<file path="config.mk">
export PLATFORM = sky130hd
export DESIGN_NAME = ltp_queue
export DESIGN_NICKNAME = d
export VERILOG_FILES = /design/src/rtl/ltp_pkg.sv /design/src/rtl/ltp_queue.sv
export SDC_FILE = /design/constraint.sdc
export NUM_CORES = 1
export LEC_CHECK = 0
export BUFFER_PORTS_ARGS = -buffer_cell sky130_fd_sc_hd__buf_4
export CORE_UTILIZATION = 30
export CTS_BUF_LIST = sky130_fd_sc_hd__clkbuf_8
export CTS_CLUSTER_SIZE = 16
export DETAILED_ROUTE_END_ITERATION = 16
export MAX_ROUTING_LAYER = met4
export PLACE_DENSITY = 0.55
export SETUP_SLACK_MARGIN = 0.3
export SLEW_MARGIN = 10
export SYNTH_ARGS = -nofsm -noshare
export SYNTH_HDL_FRONTEND = slang
export SYNTH_SLANG_ARGS = --single-unit
</file>
<file path="constraint.sdc">
create_clock -name clock -period 2.9 [get_ports clock]
set_input_delay 0.58 -clock clock [delete_from_list [all_inputs] [get_ports clock]]
set_output_delay 0.58 -clock clock [all_outputs]
set_load 0.05 [all_outputs]
</file>
<file path="src/rtl/ltp_pkg.sv">
// Package for the letter-to-phoneme block: phoneme codes, queue entry types
// and the letter mapping functions. Depends on nothing.
`timescale 1ns / 1ps

package ltp_pkg;

   localparam int LETTER_W  = 8;
   localparam int PHONEME_W = 5;

   // Phoneme codes
   localparam logic [PHONEME_W-1:0] PH_NONE = 5'd0;
   localparam logic [PHONEME_W-1:0] PH_DH   = 5'd1;
   localparam logic [PHONEME_W-1:0] PH_SH   = 5'd2;
   localparam logic [PHONEME_W-1:0] PH_CH   = 5'd3;
   localparam logic [PHONEME_W-1:0] PH_NG   = 5'd4;
   localparam logic [PHONEME_W-1:0] PH_EY   = 5'd5;
   localparam logic [PHONEME_W-1:0] PH_OY   = 5'd6;
   localparam logic [PHONEME_W-1:0] PH_AW   = 5'd7;
   localparam logic [PHONEME_W-1:0] PH_UW   = 5'd8;
   localparam logic [PHONEME_W-1:0] PH_A    = 5'd9;
   localparam logic [PHONEME_W-1:0] PH_E    = 5'd10;
   localparam logic [PHONEME_W-1:0] PH_I    = 5'd11;
   localparam logic [PHONEME_W-1:0] PH_O    = 5'd12;
   localparam logic [PHONEME_W-1:0] PH_U    = 5'd13;
   localparam logic [PHONEME_W-1:0] PH_Y    = 5'd14;
   localparam logic [PHONEME_W-1:0] PH_P    = 5'd15;
   localparam logic [PHONEME_W-1:0] PH_B    = 5'd16;
   localparam logic [PHONEME_W-1:0] PH_T    = 5'd17;
   localparam logic [PHONEME_W-1:0] PH_D    = 5'd18;
   localparam logic [PHONEME_W-1:0] PH_K    = 5'd19;
   localparam logic [PHONEME_W-1:0] PH_G    = 5'd20;
   localparam logic [PHONEME_W-1:0] PH_F    = 5'd21;
   localparam logic [PHONEME_W-1:0] PH_V    = 5'd22;
   localparam logic [PHONEME_W-1:0] PH_S    = 5'd23;
   localparam logic [PHONEME_W-1:0] PH_Z    = 5'd24;
   localparam logic [PHONEME_W-1:0] PH_M    = 5'd25;
   localparam logic [PHONEME_W-1:0] PH_N    = 5'd26;
   localparam logic [PHONEME_W-1:0] PH_L    = 5'd27;
   localparam logic [PHONEME_W-1:0] PH_R    = 5'd28;
   localparam logic [PHONEME_W-1:0] PH_W    = 5'd29;
   localparam logic [PHONEME_W-1:0] PH_H    = 5'd30;
   localparam logic [PHONEME_W-1:0] PH_MAX  = PH_H;

   localparam logic [LETTER_W-1:0] CASE_OFFSET = 8'h20;

   // One queue entry: one or two results of a single input transfer
   typedef struct packed {
      logic [PHONEME_W-1:0] code_a;
      logic [PHONEME_W-1:0] code_b;
      logic                 two;
      logic                 last;
   } ltp_entry_type;

   // Front to queue
   typedef struct packed {
      logic          valid;
      ltp_entry_type entry;
   } ltp_push_type;

   // Queue head to back
   typedef struct packed {
      logic          valid;
      ltp_entry_type entry;
   } ltp_head_type;

   function automatic logic [LETTER_W-1:0] fold_case(input logic [LETTER_W-1:0] c);
      logic [LETTER_W-1:0] r;
      r = c;
      if (c >= "A" && c <= "Z") begin
         r = c + CASE_OFFSET;
      end
      return r;
   endfunction

   // Digraph code, PH_NONE if the two letters do not pair
   function automatic logic [PHONEME_W-1:0] pair_code(input logic [LETTER_W-1:0] a,
                                                      input logic [LETTER_W-1:0] b);
      logic [PHONEME_W-1:0] r;
      r = PH_NONE;
      if (a == "t" && b == "h") begin
         r = PH_DH;
      end else if (a == "s" && b == "h") begin
         r = PH_SH;
      end else if (a == "c" && b == "h") begin
         r = PH_CH;
      end else if (a == "n" && b == "g") begin
         r = PH_NG;
      end else if ((a == "a" || a == "e") && (b == "i" || b == "y")) begin
         r = PH_EY;
      end else if (a == "o" && (b == "i" || b == "y")) begin
         r = PH_OY;
      end else if (a == "o" && (b == "u" || b == "w")) begin
         r = PH_AW;
      end else if (a == "o" && b == "o") begin
         r = PH_UW;
      end
      return r;
   endfunction

   // Single-letter code, PH_NONE for letters without a mapping
   function automatic logic [PHONEME_W-1:0] single_code(input logic [LETTER_W-1:0] c);
      logic [PHONEME_W-1:0] r;
      unique case (c)
         "a":      r = PH_A;
         "e":      r = PH_E;
         "i":      r = PH_I;
         "o":      r = PH_O;
         "u":      r = PH_U;
         "y":      r = PH_Y;
         "p":      r = PH_P;
         "b":      r = PH_B;
         "t":      r = PH_T;
         "d":      r = PH_D;
         "k", "c": r = PH_K;
         "g":      r = PH_G;
         "f":      r = PH_F;
         "v":      r = PH_V;
         "s":      r = PH_S;
         "z":      r = PH_Z;
         "m":      r = PH_M;
         "n":      r = PH_N;
         "l":      r = PH_L;
         "r":      r = PH_R;
         "w":      r = PH_W;
         "h":      r = PH_H;
         default:  r = PH_NONE;
      endcase
      return r;
   endfunction

endpackage

</file>
<file path="src/rtl/ltp_queue.sv">
// Short FIFO of entries between front and back end.
// Depends on ltp_pkg.
`timescale 1ns / 1ps

module ltp_queue import ltp_pkg::*; #(
   parameter int DEPTH = 4
) (
   input  logic         clock,
   input  logic         reset,
   input  ltp_push_type push,
   input  logic         pop,
   output logic         full,
   output ltp_head_type head
);

   localparam int PTR_W = (DEPTH > 1) ? $clog2(DEPTH) : 1;
   localparam int CNT_W = $clog2(DEPTH + 1);
   localparam logic [PTR_W-1:0] LAST_PTR = PTR_W'(DEPTH - 1);
   localparam logic [CNT_W-1:0] FULL_CNT = CNT_W'(DEPTH);

   ltp_entry_type        mem_ff [DEPTH];
   logic [PTR_W-1:0]     wr_ptr_ff, wr_ptr_in;
   logic [PTR_W-1:0]     rd_ptr_ff, rd_ptr_in;
   logic [CNT_W-1:0]     count_ff, count_in;
   logic                 do_push, do_pop;

   assign full       = (count_ff == FULL_CNT);
   assign head.valid = (count_ff != '0);
   assign head.entry = mem_ff[rd_ptr_ff];
   assign do_push    = push.valid && !full;
   assign do_pop     = pop && head.valid;

   // Pointer and fill count
   always_comb begin
      wr_ptr_in = wr_ptr_ff;
      rd_ptr_in = rd_ptr_ff;
      count_in  = count_ff;
      if (do_push) begin
         wr_ptr_in = (wr_ptr_ff == LAST_PTR) ? '0 : wr_ptr_ff + 1'b1;
      end
      if (do_pop) begin
         rd_ptr_in = (rd_ptr_ff == LAST_PTR) ? '0 : rd_ptr_ff + 1'b1;
      end
      if (do_push && !do_pop) begin
         count_in = count_ff + 1'b1;
      end else if (do_pop && !do_push) begin
         count_in = count_ff - 1'b1;
      end
   end

   always_ff @(posedge clock) begin
      if (reset) begin
         wr_ptr_ff <= '0;
         rd_ptr_ff <= '0;
         count_ff  <= '0;
      end else begin
         wr_ptr_ff <= wr_ptr_in;
         rd_ptr_ff <= rd_ptr_in;
         count_ff  <= count_in;
      end
   end

   // Entry storage
   always_ff @(posedge clock) begin
      if (do_push) begin
         mem_ff[wr_ptr_ff] <= push.entry;
      end
   end

endmodule

</file>
=== Word-level counts from Yosys, hierarchy flattened ===
Memories as Yosys holds them, arrays and structs flattened. A register that Yosys moved wholly into a read port is not among the register bits.
Cells that the tools add are included.

* $add $sub $neg: 4
* Equality and inequality tests: 3
* Mux-type cells: 8
* Reduce and logical (&&, ||, !) cells: 9

{| class="wikitable"
|+ Operators with widths
! kind !! number
|-
| $mux 2 || 4
|-
| $mux 3 || 2
|-
| $add 2x1->2 const B || 2
|-
| $eq 2x2->1 const B || 2
|-
| $logic_and 1x1->1 || 4
|-
| $add 3x1->3 const B || 1
|-
| $eq 3x3->1 const B || 1
|-
| $logic_not 1->1 || 3
|-
| $reduce_bool 3->1 || 1
|-
| $sub 3x1->3 const B || 1
|-
| $mux 1 || 2
|-
| $reduce_bool 2->1 || 1
|}

* Flip-flop bits (word level): 7
* RAM bits: 48
* Input port bits: 16
* Output and inout bits: 14
* Word-level logic and storage cells: 28
* Memories: 1

{| class="wikitable"
|+ Memories
! memory !! words !! width !! rd ports !! clocked after memory_dff !! wr ports !! line !! text
|-
| mem_ff || 4 || 12 || 1 || 1 || 1 || ltp_queue.sv:21 || <nowiki>ltp_entry_type mem_ff [DEPTH];</nowiki>
|}

=== Logic depth before layout (Yosys ltp) ===
* Depth in word-level cells: 7
* Depth in mapped cells: 10
* Gate-level depth less buffers: 9

=== Worst setup path before layout ===
Ideal clock, no wire load.

* Path type: reg-to-reg
* From: register count_ff[0]
* To: register count_ff[2]
* Library setup time: 70 ps
* Arrival time: 2200 ps
* Required time: 2830 ps
* Setup slack: 630 ps
* Cell stages (with the launch flop): 11
* Period minus slack after synthesis: 2270 ps
* Path through: dfxtp_1 or3b_1 buf_6 clkinv_4 nor2_2 ha_1 inv_1 fa_1 xor2_1 or3_2 a21oi_1

* Word-level cells in the longest chain between the ends: 6
* Elaborated cells on any way between the ends: 14

{| class="wikitable"
|+ RTL lines
! item !! line !! text
|-
| start: declaration || ltp_queue.sv:24 || <nowiki>logic [CNT_W-1:0] count_ff, count_in;</nowiki>
|-
| start signal: assignment || ltp_queue.sv:59 || <nowiki>count_ff <= count_in;</nowiki>
|-
| $eq 3x3->1 * || ltp_queue.sv:27 || <nowiki>assign full = (count_ff == FULL_CNT);</nowiki>
|-
| net full || ltp_queue.sv:12 || <nowiki>output logic full,</nowiki>
|-
| $logic_not 1->1 * || ltp_queue.sv:30 || <nowiki>assign do_push = push.valid && !full;</nowiki>
|-
| $logic_and 1x1->1 * || ltp_queue.sv:30 ||
|-
| net do_push || ltp_queue.sv:25 || <nowiki>logic do_push, do_pop;</nowiki>
|-
| $logic_not 1->1 || ltp_queue.sv:46 || <nowiki>end else if (do_pop && !do_push) begin</nowiki>
|-
| $logic_and 1x1->1 || ltp_queue.sv:46 ||
|-
| $reduce_bool 2->1 (no source line) || - ||
|}

The timed path passes the listed nets; every way through them passes the cells marked *. The select of a mux whose other input is x is not followed.
A chain may end at the register's enable or synchronous reset.

==> results.txt <==
----------------------------------------------------
[STA]
  Final Slew Violations ... 0
  Final hold violation count ... 0
  Final setup fails ... 0
  Relative slew slack ... 0.587
  Unrepaired setup endpoints after global routing ... no
  Maximum achievable frequency ... 0.411 GHz
  Ratio of final minimum period to clock period ... 0.839
  Final TNS setup ... 0 ns
  Final min period ... 2.43 ns
  Worst Max-Slew Pin Slew ... 0.619 ns
  Worst clock skew ... 0.00491 ns

[GRT]
  Global route total overflow ... 0
  Tot GR Track Use ... 0.118
  Initial antenna violation count ... 0
  Number of global-route vias before repair ... 1197
  Wire length of the first global-routing pass ... 5990 um
  Largest net degree at the start of global routing ... 13

[Logic synthesis]
  Most area-hungry cell type in the Yosys netlist ... edfxtp_1
  Synthesized flop and latch total ... 57
  Leading cell types by count after synthesis ... edfxtp_1, mux4_2, dfxtp_1
  Number of enable flip-flop cells after synthesis ... 48
  Number of library cell types mapped by synthesis ... 26
  Average cell area after synthesis ... 19.8 sq um
  Portion of synthesized cell area occupied by the leading cell type ... 0.649
  Proportion of register bits with asynchronous set or reset after synthesis ... 0
  Yosys warning total ... 0
  Number of nets in the synthesized netlist ... 135
  Most instantiated flip-flop cell in the synthesis netlist ... edfxtp_1
  Synth area leaders ... edfxtp_1, mux4_2, dfxtp_1
  Sequential cell area fraction in the yosys report ... 0.730
  Most used standard cell by instance count after synthesis ... edfxtp_1
  Cell count after synthesis ... 112
  Post-synthesis instance area ... 2220 sq um

[Worst setup path]
  CP required ... 2.32 ns
  Critical-path cell with the highest stage delay ... dfxtp_1
  Launch point of the worst reg-to-reg path ... count_ff[1]$_SDFFE_PP0P_
  Worst path cell trace ... buf_12, mux4_2, buf_4
  Worst path arrival time ... 1.85 ns
  Startpoint class of the critical path ... flip-flop
  Number of buffers and inverters on the critical path ... 2
  CP Capture Type ... output pin
  CP delay by family, top ... flip-flops
  Critical path class ... reg -> out
  Slowest cell delay on critical path ... 0.60 ns
  Reg2Reg Setup Slack ... 0.56 ns
  End of the worst register-to-register path ... count_ff[2]$_SDFFE_PP0P_
  Register-to-Register Path Depth ... 7
  Max FO, Critical Path ... 7

[Layout]
  Final-stage net count ... 172
  Synthesis-to-layout area growth ... 23.6%
  Fraction of final layout cells with drive strength greater than 1 ... 0.429
  Core utilization of the finished layout ... 0.381
  Total inserted antenna cells ... 0

[Pwr]
  Maximum resistive drop on vdd ... 0.550 mV
  Leakage power ... 0.978 nW
  Power density normalized to cell area ... 938 nW/um^2

[Clock network]
  CTS tree ... done
  Worst-path clk slew ... 0.06 ns
  Post-CTS Repair Setup Buffers ... 0
  Total clock buffers created by CTS ... 9
  Clock H-tree levels ... 3
  Bufs on Longest Clock Path ... 2
  Number of clock sinks ... 57
  Root cell of the clock tree ... clkbuf_8
  Worst-skew pair later-pin latency ... 0.33 ns

[Floorplanning]
  Initial core utilization ... 0.308
  Width of the die ... 88.0 um
  Site row count ... 31
  Number of top-level pins ... 30
  Die area ... 7750 sq um
  Floorplan Core Area ... 7210 sq um
  Vertical die dimension ... 88.0 um

[Flow run]
  Number of max-capacitance violations reported ... 0

[Route]
  Wire length per cell after detailed routing ... 15.0 um
  Drt first pass iters ... 4
  Post-DR vias/cell ... 4.40
  Via total after detailed routing ... 1112
  Remaining DRCs ... 0
  Post-detailed-route count of antenna-violating nets ... 0
  DRC violation total after the first TritonRoute iteration ... 90
  Detailed-route wire length ... 3780 um

[Worst hold path]
  Min-Delay Endpoint ... mem_ff[1][7]$_DFFE_PP_
  Path class of the lowest-slack min-delay path ... in -> reg
  Instance count along the most critical hold path ... 1
  Startpoint of the most critical hold path ... push[7]

[Place]
  Count of buffers inserted at the top-level ports ... 29
  Final weighted congestion in routability-driven placement ... 0.703
  HPWL after DPL ... 2440 um

[Run status]
  Status ... complete, no violations

----------------------------------------------------
-- placed cells by master (no fill, tap or decap) --
cell and n:
a21oi_1 3, and3_2 4, buf_12 1, buf_4 29, bufinv_16 1, clkbuf_8 9, clkinv_1 2, clkinv_2 1
clkinv_4 2, clkinvlp_4 1, dfxtp_1 9, edfxtp_1 48, fa_1 1, ha_1 6, inv_1 5, mux2i_1 2
mux4_2 12, nand2_1 1, nand3_1 2, nor2_1 3, nor2_2 1, nor3_1 1, o21ai_0 1, o21ai_1 1
o31ai_2 2, or3_1 1, or3_2 2, or3b_4 1, xor2_1 2
-- how the worst max path moves through the flow --
stage | slack [ns] | endpoint | startpoint | cells past startpoint
after global placement | 0.63 | count_ff[2]$_SDFFE_PP0P_ | count_ff[0]$_SDFFE_PP0P_ | 9
after floorplan | 0.63 | count_ff[2]$_SDFFE_PP0P_ | count_ff[0]$_SDFFE_PP0P_ | 10
after detailed placement | 0.47 | count_ff[2]$_SDFFE_PP0P_ | count_ff[0]$_SDFFE_PP0P_ | 9
after global routing | 0.36 | head[4] | flip-flop | 3
after CTS | 0.41 | head[4] | flip-flop | 3
final | 0.47 | head[4] | flip-flop | 3
-- layer usage --
layer / track usage / routed length, um / vias up
li1: - / - / 519
met1: 0.126 / 1640 / 551
met2: 0.186 / 1870 / 36
met3: 0.0556 / 214 / 6
met4: 0.0528 / 56 / 0
met5: - / 0 / -
-- timing repair --
| action | 4_1_cts | 5_1_grt |
|---|---|---|
| resized for setup | 0 | 1 |
| endpoints found under the setup margin | 0 | 1 |
| hold buffers | 0 | 0 |
-- metrics by stage --
step	std cells	power, W	setup slack (ns)	hold WS, ns	cell area, sq um
3_5_place_dp	237	0.00192	0.473	0.493	2560
2_1_floorplan	112	0.00168	0.630	0.463	2220
4_1_cts	253	0.00261	0.415	0.432	2740
6_report	253	0.00258	0.467	0.447	2750
3_3_place_gp	237	0.00190	0.631	0.479	2560
5_1_grt	253	0.00271	0.359	0.426	2750
-- power breakdown --
part,switching [W],leakage (nW),internal (W)
sequential,0.0000753,0.514,0.000997
combinational,0.000498,0.369,0.000323
clock,0.000296,0.0955,0.000387
total,0.000870,0.978,0.00171
-- cell families after synthesis --
family | count (synthesis) | share of synthesized area
compound gates | 7 | 0.0225
buf+inv | 9 | 0.0225
xor+xnor | 2 | 0.00789
fa+ha+maj | 7 | 0.0428
simple gates | 16 | 0.0434
flops | 57 | 0.730
mux | 14 | 0.131
-- registers in the layout, indices dropped and copies added, names as in the netlist, named ones only --
name / cells
count_ff: 3
mem_ff: 48
rd_ptr_ff: 2
wr_ptr_ff: 2
-- area by class of cell --
type,count,area (sq um)
fillers,679,4470
flip-flops and latches,57,1620
multi-input cells,46,552
repair buffers,30,238
clock buffers,9,124
well taps,99,124
clock inverters,7,62.6
inverters,5,23.8
(Power assumes the default switching activity.)
